<file path="src/hdl/mgs_pkg.sv">
// ----------------------------------------------------------------------------
// Median grain size package
// Widths, stage payload types and shared constants of the D50 pipeline.
// ----------------------------------------------------------------------------
package mgs_pkg;

   localparam int NumClasses    = 6;
   localparam int FracWidth     = 16;
   localparam int DiamWidth     = 16;
   localparam int PairWidth     = FracWidth + 1;
   localparam int SumWidth      = FracWidth + 3;
   localparam int DiffWidth     = SumWidth + 2;
   localparam int OperWidth     = FracWidth + 1;
   localparam int ProdWidth     = DiamWidth + OperWidth;
   localparam int DenWidth      = SumWidth;
   localparam int QuoWidth      = 16;
   localparam int RemWidth      = DenWidth;
   localparam int CsrIndexWidth = 3;
   localparam int NumPairs      = NumClasses / 2;

   typedef logic [NumClasses-1:0][FracWidth-1:0] frac_array_type;
   typedef logic [NumClasses-1:0][DiamWidth-1:0] diam_array_type;
   typedef logic [NumClasses-1:0][SumWidth-1:0]  cum_array_type;
   typedef logic [NumPairs-1:0][PairWidth-1:0]   pair_array_type;

   typedef struct packed {
      logic                missing;
      logic                empty;
      logic                lead;
      logic                clip;
      logic [FracWidth-1:0] f0;
      logic [SumWidth-1:0]  total;
      logic [DiamWidth-1:0] lo;
      logic [DiamWidth-1:0] hi;
      logic [OperWidth-1:0] a;
      logic [OperWidth-1:0] b;
   } sel_type;

   typedef struct packed {
      logic                 missing;
      logic                 empty;
      logic                 clip;
      logic [ProdWidth-1:0] num;
      logic [DenWidth-1:0]  den;
   } div_in_type;

   typedef struct packed {
      logic                 missing;
      logic                 empty;
      logic                 clip;
      logic [ProdWidth-1:0] num;
      logic [DenWidth-1:0]  den;
      logic [RemWidth-1:0]  rem;
      logic [QuoWidth-1:0]  quo;
   } div_stage_type;

endpackage

</file>
<file path="src/hdl/median_grain_size_interp.sv">
// An accepted req passes the front, operand and divider stages to rsp_tvalid.
// Throughput: one cell per cycle; a full stage holds while the next stalls.
// Most of the depth is in the 16 one-bit stages of the restoring divider.
// Reset clears all stage valid bits and sets every class diameter to zero.
// ----------------------------------------------------------------------------
// Median grain size interpolation
// D50 of a grid cell from six class amounts, interpolated within the class
// where the running sum passes half the total.
// ----------------------------------------------------------------------------
module median_grain_size_interp
   import mgs_pkg::*;
(
   input  logic                     clock,
   input  logic                     reset,
   // tdata: frac_0 .. frac_5, 16 bits each, frac_0 in bits 15:0
   input  logic [NumClasses*FracWidth-1:0] req_tdata,
   // tuser: cell_missing
   input  logic                     req_tuser,
   input  logic                     req_tvalid,
   output logic                     req_tready,
   // tdata: median_size
   output logic [QuoWidth-1:0]      rsp_tdata,
   // tuser: result_missing
   output logic                     rsp_tuser,
   output logic                     rsp_tvalid,
   input  logic                     rsp_tready,
   input  logic                     csr_valid,
   output logic                     csr_ready,
   input  logic [CsrIndexWidth-1:0] csr_index,
   input  logic [DiamWidth-1:0]     csr_data
);

   diam_array_type diam_ff;
   frac_array_type req_frac;
   sel_type        sel_data;
   logic           sel_valid, sel_ready;
   div_in_type     div_data;
   logic           div_valid, div_ready;

   assign csr_ready = 1'b1;
   assign req_frac  = req_tdata;

   always_ff @(posedge clock) begin
      if (reset) begin
         diam_ff <= '0;
      end else if (csr_valid && csr_index < CsrIndexWidth'(NumClasses)) begin
         diam_ff[csr_index] <= csr_data;
      end
   end

   mgs_front u_front (
      .clock      (clock),
      .reset      (reset),
      .in_valid   (req_tvalid),
      .in_ready   (req_tready),
      .in_missing (req_tuser),
      .in_frac    (req_frac),
      .diam       (diam_ff),
      .out_valid  (sel_valid),
      .out_ready  (sel_ready),
      .out_data   (sel_data)
   );

   mgs_mult u_mult (
      .clock     (clock),
      .reset     (reset),
      .in_valid  (sel_valid),
      .in_ready  (sel_ready),
      .in_data   (sel_data),
      .out_valid (div_valid),
      .out_ready (div_ready),
      .out_data  (div_data)
   );

   mgs_divide u_divide (
      .clock       (clock),
      .reset       (reset),
      .in_valid    (div_valid),
      .in_ready    (div_ready),
      .in_data     (div_data),
      .out_valid   (rsp_tvalid),
      .out_ready   (rsp_tready),
      .out_median  (rsp_tdata),
      .out_missing (rsp_tuser)
   );

endmodule

</file>
<file path="src/hdl/mgs_front.sv">
// ----------------------------------------------------------------------------
// Median grain size front end
// Three stages: pair sums, running sums, crossing class and operand select.
// ----------------------------------------------------------------------------
module mgs_front
   import mgs_pkg::*;
(
   input  logic           clock,
   input  logic           reset,
   input  logic           in_valid,
   output logic           in_ready,
   input  logic           in_missing,
   input  frac_array_type in_frac,
   input  diam_array_type diam,
   output logic           out_valid,
   input  logic           out_ready,
   output sel_type        out_data
);

   logic           v1_ff, v2_ff, v3_ff;
   logic           en1, en2, en3;
   logic           miss1_ff, miss2_ff;
   frac_array_type frac1_ff;
   pair_array_type pair1_in, pair1_ff;
   logic [FracWidth-1:0] f0_2_ff;
   cum_array_type  cum2_in, cum2_ff;
   sel_type        sel_in, sel_ff;

   logic signed [DiffWidth-1:0] diff [NumClasses];
   logic signed [DiffWidth-1:0] ndiff [NumClasses];
   logic [NumClasses-1:0]       crossed;

   assign en3      = !v3_ff || out_ready;
   assign en2      = !v2_ff || en3;
   assign en1      = !v1_ff || en2;
   assign in_ready = en1;

   always_comb begin
      for (int j = 0; j < NumPairs; j++) begin
         pair1_in[j] = {1'b0, in_frac[2*j]} + {1'b0, in_frac[2*j+1]};
      end
   end

   always_comb begin
      cum2_in[0] = SumWidth'(frac1_ff[0]);
      cum2_in[1] = SumWidth'(pair1_ff[0]);
      cum2_in[2] = SumWidth'(pair1_ff[0]) + SumWidth'(frac1_ff[2]);
      cum2_in[3] = SumWidth'(pair1_ff[0]) + SumWidth'(pair1_ff[1]);
      cum2_in[4] = SumWidth'(pair1_ff[0]) + SumWidth'(pair1_ff[1])
                 + SumWidth'(frac1_ff[4]);
      cum2_in[5] = SumWidth'(pair1_ff[0]) + SumWidth'(pair1_ff[1])
                 + SumWidth'(pair1_ff[2]);
   end

   always_comb begin
      for (int i = 0; i < NumClasses; i++) begin
         diff[i]    = $signed({1'b0, cum2_ff[i], 1'b0})
                    - $signed({2'b00, cum2_ff[NumClasses-1]});
         ndiff[i]   = -diff[i];
         crossed[i] = !diff[i][DiffWidth-1] && (diff[i] != '0);
      end
   end

   always_comb begin
      sel_in.missing = miss2_ff;
      sel_in.total   = cum2_ff[NumClasses-1];
      sel_in.f0      = f0_2_ff;
      sel_in.empty   = (cum2_ff[NumClasses-1] == '0);
      sel_in.lead    = crossed[0];
      sel_in.clip    = crossed[0] && (SumWidth'(f0_2_ff) == cum2_ff[NumClasses-1]);
      sel_in.a       = ndiff[NumClasses-2][OperWidth-1:0];
      sel_in.b       = diff[NumClasses-1][OperWidth-1:0];
      sel_in.lo      = diam[NumClasses-2];
      sel_in.hi      = diam[NumClasses-1];
      for (int i = NumClasses - 1; i >= 1; i--) begin
         if (crossed[i]) begin
            sel_in.a  = ndiff[i-1][OperWidth-1:0];
            sel_in.b  = diff[i][OperWidth-1:0];
            sel_in.lo = diam[i-1];
            sel_in.hi = diam[i];
         end
      end
   end

   always_ff @(posedge clock) begin
      if (reset) begin
         v1_ff <= 1'b0;
         v2_ff <= 1'b0;
         v3_ff <= 1'b0;
      end else begin
         if (en1) v1_ff <= in_valid;
         if (en2) v2_ff <= v1_ff;
         if (en3) v3_ff <= v2_ff;
      end
   end

   always_ff @(posedge clock) begin
      if (en1 && in_valid) begin
         miss1_ff <= in_missing;
         frac1_ff <= in_frac;
         pair1_ff <= pair1_in;
      end
      if (en2 && v1_ff) begin
         miss2_ff <= miss1_ff;
         f0_2_ff  <= frac1_ff[0];
         cum2_ff  <= cum2_in;
      end
      if (en3 && v2_ff) begin
         sel_ff <= sel_in;
      end
   end

   assign out_valid = v3_ff;
   assign out_data  = sel_ff;

   assert property (@(posedge clock) disable iff (reset)
      v3_ff && !sel_ff.empty |-> sel_ff.b != '0)
      else $error("crossing class with zero width");

endmodule

</file>
<file path="src/hdl/mgs_mult.sv">
// ----------------------------------------------------------------------------
// Median grain size interpolation operands
// Two stages: weighted diameter products, then dividend and divisor.
// ----------------------------------------------------------------------------
module mgs_mult
   import mgs_pkg::*;
(
   input  logic       clock,
   input  logic       reset,
   input  logic       in_valid,
   output logic       in_ready,
   input  sel_type    in_data,
   output logic       out_valid,
   input  logic       out_ready,
   output div_in_type out_data
);

   logic                  v1_ff, v2_ff;
   logic                  en1, en2;
   logic                  miss_ff, empty_ff, lead_ff, clip_ff;
   logic [FracWidth-1:0]  f0_ff;
   logic [SumWidth-1:0]   total_ff;
   logic [ProdWidth-1:0]  pl_in, pl_ff, ph_in, ph_ff;
   logic [OperWidth:0]    den_in, den_ff;
   div_in_type            div_in, div_ff;

   assign en2      = !v2_ff || out_ready;
   assign en1      = !v1_ff || en2;
   assign in_ready = en1;

   assign pl_in  = ProdWidth'(in_data.lo) * ProdWidth'(in_data.b);
   assign ph_in  = ProdWidth'(in_data.hi) * ProdWidth'(in_data.a);
   assign den_in = {1'b0, in_data.a} + {1'b0, in_data.b};

   always_comb begin
      div_in.missing = miss_ff;
      div_in.empty   = empty_ff;
      div_in.clip    = clip_ff;
      if (lead_ff) begin
         div_in.num = {1'b0, f0_ff, {QuoWidth{1'b0}}};
         div_in.den = total_ff;
      end else begin
         div_in.num = pl_ff + ph_ff;
         div_in.den = DenWidth'(den_ff);
      end
   end

   always_ff @(posedge clock) begin
      if (reset) begin
         v1_ff <= 1'b0;
         v2_ff <= 1'b0;
      end else begin
         if (en1) v1_ff <= in_valid;
         if (en2) v2_ff <= v1_ff;
      end
   end

   always_ff @(posedge clock) begin
      if (en1 && in_valid) begin
         miss_ff  <= in_data.missing;
         empty_ff <= in_data.empty;
         lead_ff  <= in_data.lead;
         clip_ff  <= in_data.clip;
         f0_ff    <= in_data.f0;
         total_ff <= in_data.total;
         pl_ff    <= pl_in;
         ph_ff    <= ph_in;
         den_ff   <= den_in;
      end
      if (en2 && v1_ff) begin
         div_ff <= div_in;
      end
   end

   assign out_valid = v2_ff;
   assign out_data  = div_ff;

   assert property (@(posedge clock) disable iff (reset)
      v2_ff && !div_ff.empty |-> div_ff.den != '0)
      else $error("zero divisor for nonzero total");

endmodule

</file>
<file path="src/hdl/mgs_divide.sv">
// ----------------------------------------------------------------------------
// Median grain size divider
// Restoring divider, one quotient bit per stage, with result select.
// ----------------------------------------------------------------------------
module mgs_divide
   import mgs_pkg::*;
(
   input  logic                 clock,
   input  logic                 reset,
   input  logic                 in_valid,
   output logic                 in_ready,
   input  div_in_type           in_data,
   output logic                 out_valid,
   input  logic                 out_ready,
   output logic [QuoWidth-1:0]  out_median,
   output logic                 out_missing
);

   localparam int Stages = QuoWidth;

   logic [Stages:0]   en;
   logic [Stages-1:0] v_ff;
   logic [Stages-1:0] src_v;
   div_stage_type     src [Stages];
   div_stage_type     st_in [Stages];
   div_stage_type     st_ff [Stages];

   assign en[Stages] = out_ready;
   assign in_ready   = en[0];

   always_comb begin
      src[0].missing = in_data.missing;
      src[0].empty   = in_data.empty;
      src[0].clip    = in_data.clip;
      src[0].num     = in_data.num;
      src[0].den     = in_data.den;
      src[0].rem     = RemWidth'(in_data.num[ProdWidth-1:QuoWidth]);
      src[0].quo     = '0;
   end
   assign src_v[0] = in_valid;

   for (genvar s = 0; s < Stages; s++) begin : g_stage
      localparam int Bit = QuoWidth - 1 - s;
      logic [RemWidth:0] shifted;
      logic              ge;

      if (s > 0) begin : g_link
         assign src[s]   = st_ff[s-1];
         assign src_v[s] = v_ff[s-1];
      end

      assign en[s]   = !v_ff[s] || en[s+1];
      assign shifted = {src[s].rem, src[s].num[Bit]};
      assign ge      = (shifted >= {1'b0, src[s].den});

      always_comb begin
         st_in[s] = src[s];
         st_in[s].quo[Bit] = ge;
         if (ge) begin
            st_in[s].rem = RemWidth'(shifted - {1'b0, src[s].den});
         end else begin
            st_in[s].rem = shifted[RemWidth-1:0];
         end
      end

      always_ff @(posedge clock) begin
         if (reset) begin
            v_ff[s] <= 1'b0;
         end else if (en[s]) begin
            v_ff[s] <= src_v[s];
         end
      end

      always_ff @(posedge clock) begin
         if (en[s] && src_v[s]) begin
            st_ff[s] <= st_in[s];
         end
      end

      assert property (@(posedge clock) disable iff (reset)
         v_ff[s] && !st_ff[s].missing && !st_ff[s].empty && !st_ff[s].clip
         |-> st_ff[s].rem < st_ff[s].den)
         else $error("divider remainder out of range");
   end

   always_comb begin
      if (st_ff[Stages-1].missing || st_ff[Stages-1].empty) begin
         out_median = '0;
      end else if (st_ff[Stages-1].clip) begin
         out_median = '1;
      end else begin
         out_median = st_ff[Stages-1].quo;
      end
   end

   assign out_valid   = v_ff[Stages-1];
   assign out_missing = st_ff[Stages-1].missing;

endmodule
</file>
<file path="config.mk">
export PLATFORM = sky130hd
export DESIGN_NAME = median_grain_size_interp
export DESIGN_NICKNAME = d
export VERILOG_FILES = /design/src/hdl/mgs_pkg.sv /design/src/hdl/median_grain_size_interp.sv /design/src/hdl/mgs_front.sv /design/src/hdl/mgs_mult.sv /design/src/hdl/mgs_divide.sv
export SDC_FILE = /design/constraint.sdc
export NUM_CORES = 2
export LEC_CHECK = 0
export BUFFER_PORTS_ARGS = -buffer_cell sky130_fd_sc_hd__buf_4
export CAP_MARGIN = 10
export CORE_MARGIN = 2
export CORE_UTILIZATION = 40
export DETAILED_ROUTE_END_ITERATION = 16
export GPL_TIMING_DRIVEN = 0
export SLEW_MARGIN = 20
export SYNTH_ARGS = -nofsm -noshare
export SYNTH_HDL_FRONTEND = slang
export SYNTH_SLANG_ARGS = --single-unit
export TNS_END_PERCENT = 1
</file>
<file path="constraint.sdc">
create_clock -name clock -period 26.5 [get_ports clock]
set_clock_uncertainty 0.2 [all_clocks]
set_input_delay 1.325 -clock clock [delete_from_list [all_inputs] [get_ports clock]]
set_output_delay 1.325 -clock clock [all_outputs]
set_load 0.005 [all_outputs]
</file>
## Yosys cells after proc, flatten, opt, wreduce, memory -nomap -nowiden

Memories as Yosys holds them, arrays and structs flattened.
Cells that the tools add are included.

| cells by class | value |
|---|---|
| $add $sub $neg | 36 |
| $mul | 2 |
| order comparisons | 19 |
| equal/unequal tests | 1 |
| mux-type cells | 58 |
| reductions and logical operators | 83 |

Operators by type and width:

| operator | number |
|---|---|
| 2-to-1 mux 19 bit | 16 |
| greater-or-equal comparator 20 x 19 -> 1 bit | 15 |
| subtractor 19 bit | 15 |
| 2-to-1 mux 66 bit | 4 |
| nonzero test 21 bit | 5 |
| bitwise mux 96 bit | 1 |
| negation 17 bit | 5 |
| multiplier 16 x 17 -> 33 bit | 2 |
| subtractor 20 x 19 -> 21 bit | 3 |
| adder 16 x 16 -> 17 bit | 3 |
| 2-to-1 mux 51 bit | 1 |
| demux 16 bit (select 3 bit) | 1 |
| 2-to-1 mux 16 bit | 3 |
| adder 17 x 17 -> 18 bit | 2 |
| adder 33 bit | 1 |
| 2-to-1 mux 1 bit | 32 |
| logical AND 1 bit | 29 |
| zero test 1 bit | 26 |
| logical OR 1 bit | 22 |
| subtractor 17 x 19 -> 20 bit | 1 |
| subtractor 18 x 19 -> 20 bit | 1 |
| adder 19 x 16 -> 19 bit | 1 |
| adder 19 x 17 -> 19 bit | 1 |
| equality test 16 x 19 -> 1 bit | 1 |
| 8 further kinds | 8 |

| storage, ports and cells | value |
|---|---|
| register bits | 610 |
| bits in writable memories | 1440 |
| input bits | 121 |
| word-level logic and storage cells | 267 |
| memories kept | 1 |

Memories:

| name | depth | width | read ports | clocked after memory_dff | wr ports | RTL line | source |
|---|---|---|---|---|---|---|---|
| u_divide.st_ff | 16 | 90 | 16 | 0 | 16 | mgs_divide.sv:26 | `div_stage_type st_ff [Stages];` |

## Logic depth before layout (Yosys ltp)

| depth | value |
|---|---|
| word-level depth | 23 |
| depth in mapped cells | 26 |
| mapped depth without buffers | 25 |

## Hierarchy

From an unflattened synthesis, not the netlist that was laid out.

| second synthesis, totals | value |
|---|---|
| cell total of the unflattened synthesis | 9137 |
| area, all modules | 99460.4 µm² |

Modules (own cells, without submodules):

| module | times used | cells an instance | area each (µm²) |
|---|---|---|---|
| mgs_divide | 1 | 3619 | 44999.4 |
| mgs_mult | 1 | 2698 | 26360.3 |
| mgs_front | 1 | 2482 | 24295.8 |
| median_grain_size_interp | 1 | 338 | 3804.9 |

## Worst setup path after synthesis

No wires, ideal clock.

| timing | value |
|---|---|
| kind | input-to-reg |
| start | input port rsp_tready |
| end | register u_front.sel_ff (netlist bit u_front.out_data[0]) (enable) |
| library setup time | 0.722 ns |
| data arrival time | 9.900 ns |
| data required time | 25.578 ns |
| setup slack | 15.678 ns |
| stages | 11 |
| buffers on the path | 1 |
| path through | nor2b_1 -> and3_1 -> and3_1 -> clkbuf_1 -> nand2_1 -> nor3_1 -> nand2_1 -> inv_1 -> nand3_1 -> nor2_1 -> a21boi_0 |

| on the way | value |
|---|---|
| word-level cells in the longest chain between the ends | 20 |

RTL lines:

| item | RTL line | source |
|---|---|---|
| start: declaration | median_grain_size_interp.sv:26 | `input logic rsp_tready,` |
| logical OR 1 bit (16 in series) | mgs_divide.sv:52 | `assign en[s] = !v_ff[s] \|\| en[s+1];` |
| logical OR 1 bit | mgs_mult.sv:27 | `assign en2 = !v2_ff \|\| out_ready;` |
| logical OR 1 bit | mgs_mult.sv:28 | `assign en1 = !v1_ff \|\| en2;` |
| logical OR 1 bit | mgs_front.sv:33 | `assign en3 = !v3_ff \|\| out_ready;` |
| logical AND 1 bit | mgs_front.sv:108 | `if (en3 && v2_ff) begin` |
| end signal: assignment | mgs_front.sv:109 | `sel_ff <= sel_in;` |
| end: declaration | mgs_front.sv:27 | `sel_type sel_in, sel_ff;` |

Every way passes these cells.
A chain may end at the register's enable or synchronous reset.

## Worst setup path in the final report

| timing | value |
|---|---|
| start | register u_front.sel_ff (netlist bit u_front.out_data[14]) |
| end | register u_mult.pl_ff[29] (data pin) |

| on the way | value |
|---|---|
| word-level cells in the longest chain between the ends | 1 |

RTL lines:

| item | RTL line | source |
|---|---|---|
| multiplier 16 x 17 -> 33 bit | mgs_mult.sv:31 | `assign pl_in = ProdWidth'(in_data.lo) * ProdWidth'(in_data.b);` |
| via u_mult.pl_in[29] | mgs_mult.sv:23 | `logic [ProdWidth-1:0] pl_in, pl_ff, ph_in, ph_ff;` |
| end signal: assignment | mgs_mult.sv:66 | `pl_ff <= pl_in;` |
| end: declaration | mgs_mult.sv:23 |  |

The timed path passes the listed nets, and every way through them passes these cells.

==> results.rst <==
.. list-table::
   :header-rows: 1

   * - Metric
     - Value
   * - Number of design-rule violations left by the first detailed-router iteration
     - around 5,200
   * - Number of distinct library cells after synthesis
     - a little under 100
   * - Number of fill cells in the layout
     - between 20,000 and 25,000
   * - Cell at the root of the clock tree
     - clkbuf_16
   * - Die boundary height
     - about 500 µm
   * - Quantity of I/O buffers inserted on ports
     - roughly 140
   * - Last weighted congestion value of the routability-driven placer
     - between 0.9 and 1
   * - Total clock sinks
     - ~1,500
   * - Syn. warnings
     - 0
   * - Fin nets
     - between 10,000 and 15,000
   * - I/O pin count
     - between 100 and 150
   * - All-layer global routing usage
     - about a fifth
   * - Wirelength per Cell
     - around 20 µm
   * - Vias/cell
     - ~5.3
   * - Average cell area after synthesis
     - 10.7 µm²
   * - Total DRC errors in the routed layout
     - 0
   * - CTS buffer count
     - 163
   * - Hold-fix buffer count after cts
     - 0
   * - Area added between synthesis and finish
     - 12.3%
   * - Combined flip-flop and latch cell area
     - 0.0432 mm²
   * - Global-route wire length before repair
     - between 300,000 and 400,000 µm
   * - Insertion delay to the later sink of the worst-skew pair
     - slightly above 0.8 ns
   * - Number of setup violations in the final report
     - 0
   * - Share of cells above drive strength 1
     - about 6.8%
   * - Maximum fanout encountered on the critical timing path
     - 10
   * - Unrepaired setup endpoints after global routing
     - no
   * - Post-synthesis cell area
     - around 0.097 mm²
   * - Post-cts sizing count
     - 0
   * - Post-synth net total
     - slightly above 10,000
   * - WP data arrival
     - 8.80 ns
   * - Status
     - finished clean
   * - Max-capacitance violation count
     - 0
   * - Final sum of negative setup slack
     - 0 ns
   * - Overflow left after global routing
     - 0
   * - CP startpoint kind
     - flip-flop
   * - Number of antenna violations at the first check in global routing
     - 5
   * - Required time at the endpoint of the critical path
     - 26.84 ns
   * - Top cells by count, synth
     - edfxtp_1, nand2_1, inv_1
   * - Post-layout minimum cycle time
     - around 8.5 ns
   * - Fraction of post-synthesis cell area in the top cell type by area
     - 42.2%
   * - Worst Max-Slew Pin Slew
     - 1.15 ns
   * - Initial Utilization
     - between 40 and 50%
   * - Seq cells post-synth
     - approximately 1,500
   * - HPWL after detailed placement
     - 204,000 µm
   * - Number of search-and-repair iterations in the first detailed-routing pass
     - 8
   * - Final ANT Viol Nets
     - 0
   * - Cell row count
     - 180
   * - Cell types with the largest area share after synthesis
     - edfxtp_1, ha_1, fa_1
   * - Post-route non-filler standard cell count
     - between 10,000 and 15,000
   * - Critical path class
     - flip-flop to flip-flop
   * - Clock-pin slew reported for the worst setup and hold paths after clock tree synthesis
     - about 0.060 ns
   * - Width of the die
     - 496 µm
   * - CTS Buffer Depth
     - 3
   * - Fraction of registers with async set or reset after synthesis
     - 0%
   * - EDFF count, synth
     - 1,362
   * - Sequential cell area fraction in the yosys report
     - approximately 45%
   * - Number of placed instances, taps included
     - about 12,000
   * - Post-CTS setup buffer count
     - 0
   * - Top FF cell, synth
     - edfxtp_1
   * - H-tree depth reported by CTS
     - 4
   * - Period utilisation layout
     - a little under a third
   * - Sum of routed wire length over all layers
     - 258,000 µm
   * - Class of the tightest hold or removal check
     - flip-flop to flip-flop
   * - Area taken by multi-input logic gates
     - 0.0489 mm²
   * - Total via count after detailed routing
     - ~70,000
   * - Endpoint type of the worst setup path
     - flip-flop
   * - Relative slew slack
     - a little under a quarter
   * - Max-slew violation count
     - 0
   * - Most instantiated library cell after synthesis
     - edfxtp_1
   * - Dominant cell type by area after synthesis
     - edfxtp_1
   * - Area of the die
     - approximately 0.25 mm²
   * - Number of endpoints with negative hold slack in the final report
     - 0
   * - CORE AREA
     - about 0.24 mm²
   * - Number of global-route vias before repair
     - a little under 70,000
   * - Clock tree from TritonCTS
     - done
   * - Highest clock rate
     - 118 MHz
   * - Synth Instances
     - around 9,000
   * - Largest net degree at the start of global routing
     - a little under 60
-- routing by layer --
metal | track usage, % | vias to the layer above | part of all wire (%)
met4 | 6.69 | 2 | 3.3
met3 | 2.62 | 411 | 4.7
met1 | 26.3 | 33300 | 42
met2 | 36.7 | 1789 | 50
met5 | 0 | - | 0.0050
li1 | - | 32400 | -
-- cells in the final DEF, fill, tap and decap left out, types with 34 or more instances in the layout --
master and count:
buf_4 141, a21oi_1 478, clkbuf_1 226, or2_2 44, o31ai_1 108, nor2_1 409, edfxtp_1 1362, ha_1 791
and3_1 34, inv_1 1071, mux2i_1 74, a21o_1 139, dfxtp_1 117, o211ai_1 54, o221ai_1 40, nand3_1 121
xnor2_1 288, mux2_2 68, nor2b_1 88, a211oi_1 38, clkbuf_16 163, xor2_1 189, nand2b_1 58, nand4_1 65
o21a_1 144, a31oi_1 61, and2_1 280, o21bai_1 61, nand2_1 1087, or3_1 50, fa_1 445, a21boi_0 71
o21ai_0 430, nor3_1 168
-- through the flow --
step | hold WS (ns) | setup WS (ns) | instance area (µm²) | utilization [%]
2_1_floorplan | 0.200 | 15.68 | 96900 | -
3_3_place_gp | 0.201 | 11.89 | 102000 | 42.4
3_5_place_dp | 0.205 | 18.12 | 103000 | 42.9
4_1_cts | 0.175 | 18.08 | 109000 | 45.2
5_1_grt | 0.182 | 17.73 | 109000 | 45.2
6_report | 0.178 | 18.04 | 109000 | 45.2
-- path summary, 6_finish.rpt --
kind | from | slack [ns] | cells after the start | end
setup / recovery | u_front.out_data[14] | 18.04 | 22 | u_mult.pl_ff[29]
hold / removal | u_divide.st_ff[0][87] | 0.18 | 0 | u_divide.st_ff[0][177]
setup reg to reg | u_front.out_data[14] | 18.04 | 22 | u_mult.pl_ff[29]
hold reg to reg | u_divide.st_ff[0][87] | 0.18 | 0 | u_divide.st_ff[0][177]
-- state kept, by name (all words and copies together) (netlist names), 17 cells and up --
name              flops
u_divide.st_ff      874
u_front.out_data    103
diam_ff              96
u_front.cum2_ff      91
u_mult.out_data      55
u_front.pair1_ff     34
u_front.cum2_in      33
u_mult.ph_ff         33
u_mult.pl_ff         33
u_front.frac1_ff     32
u_mult.total_ff      19
u_mult.den_ff        17
-- cell type report --
cell class / count / share of cell area, %
Antenna cell: 2 / 0.00460
Buffer: 231 / 0.905
Clock buffer: 187 / 3.88
Clock inverter: 108 / 1.19
Inverter: 1072 / 3.70
Multi-Input combinational cell: 6260 / 44.9
Sequential cell: 1479 / 39.7
Tap cell: 3185 / 3.66
Timing Repair Buffer: 186 / 2.03
-- cell families after synthesis --
| family | Yosys count | share of synthesized area [%] |
|---|---|---|
| compound gates | 1846 | 12.3 |
| xor+xnor | 477 | 4.31 |
| fa+ha+maj | 1236 | 19.4 |
| simple gates | 2524 | 12.3 |
| mux | 176 | 1.95 |
| flops | 1479 | 44.6 |
| other cells | 1 | 0.00387 |
| buf+inv | 1303 | 5.17 |
-- worst max-delay path: stages (launching register included) --
cell,delay (ns)
edfxtp_1,0.92
clkbuf_1,0.60
nand2_1,0.17
fa_1,0.53
fa_1,0.54
inv_1,0.05
fa_1,0.48
fa_1,0.52
fa_1,0.50
inv_1,0.05
fa_1,0.51
inv_1,0.05
ha_1,0.34
inv_1,0.12
nor2_1,0.15
nand3_1,0.09
o21ai_0,0.47
o221ai_1,0.40
o31ai_1,0.48
nor2_1,0.12
o31ai_1,0.37
a21oi_1,0.14
xnor2_1,0.38
Power is not shown: default switching activity piles up to over one toggle a cycle in this logic, so the estimate is an artifact.
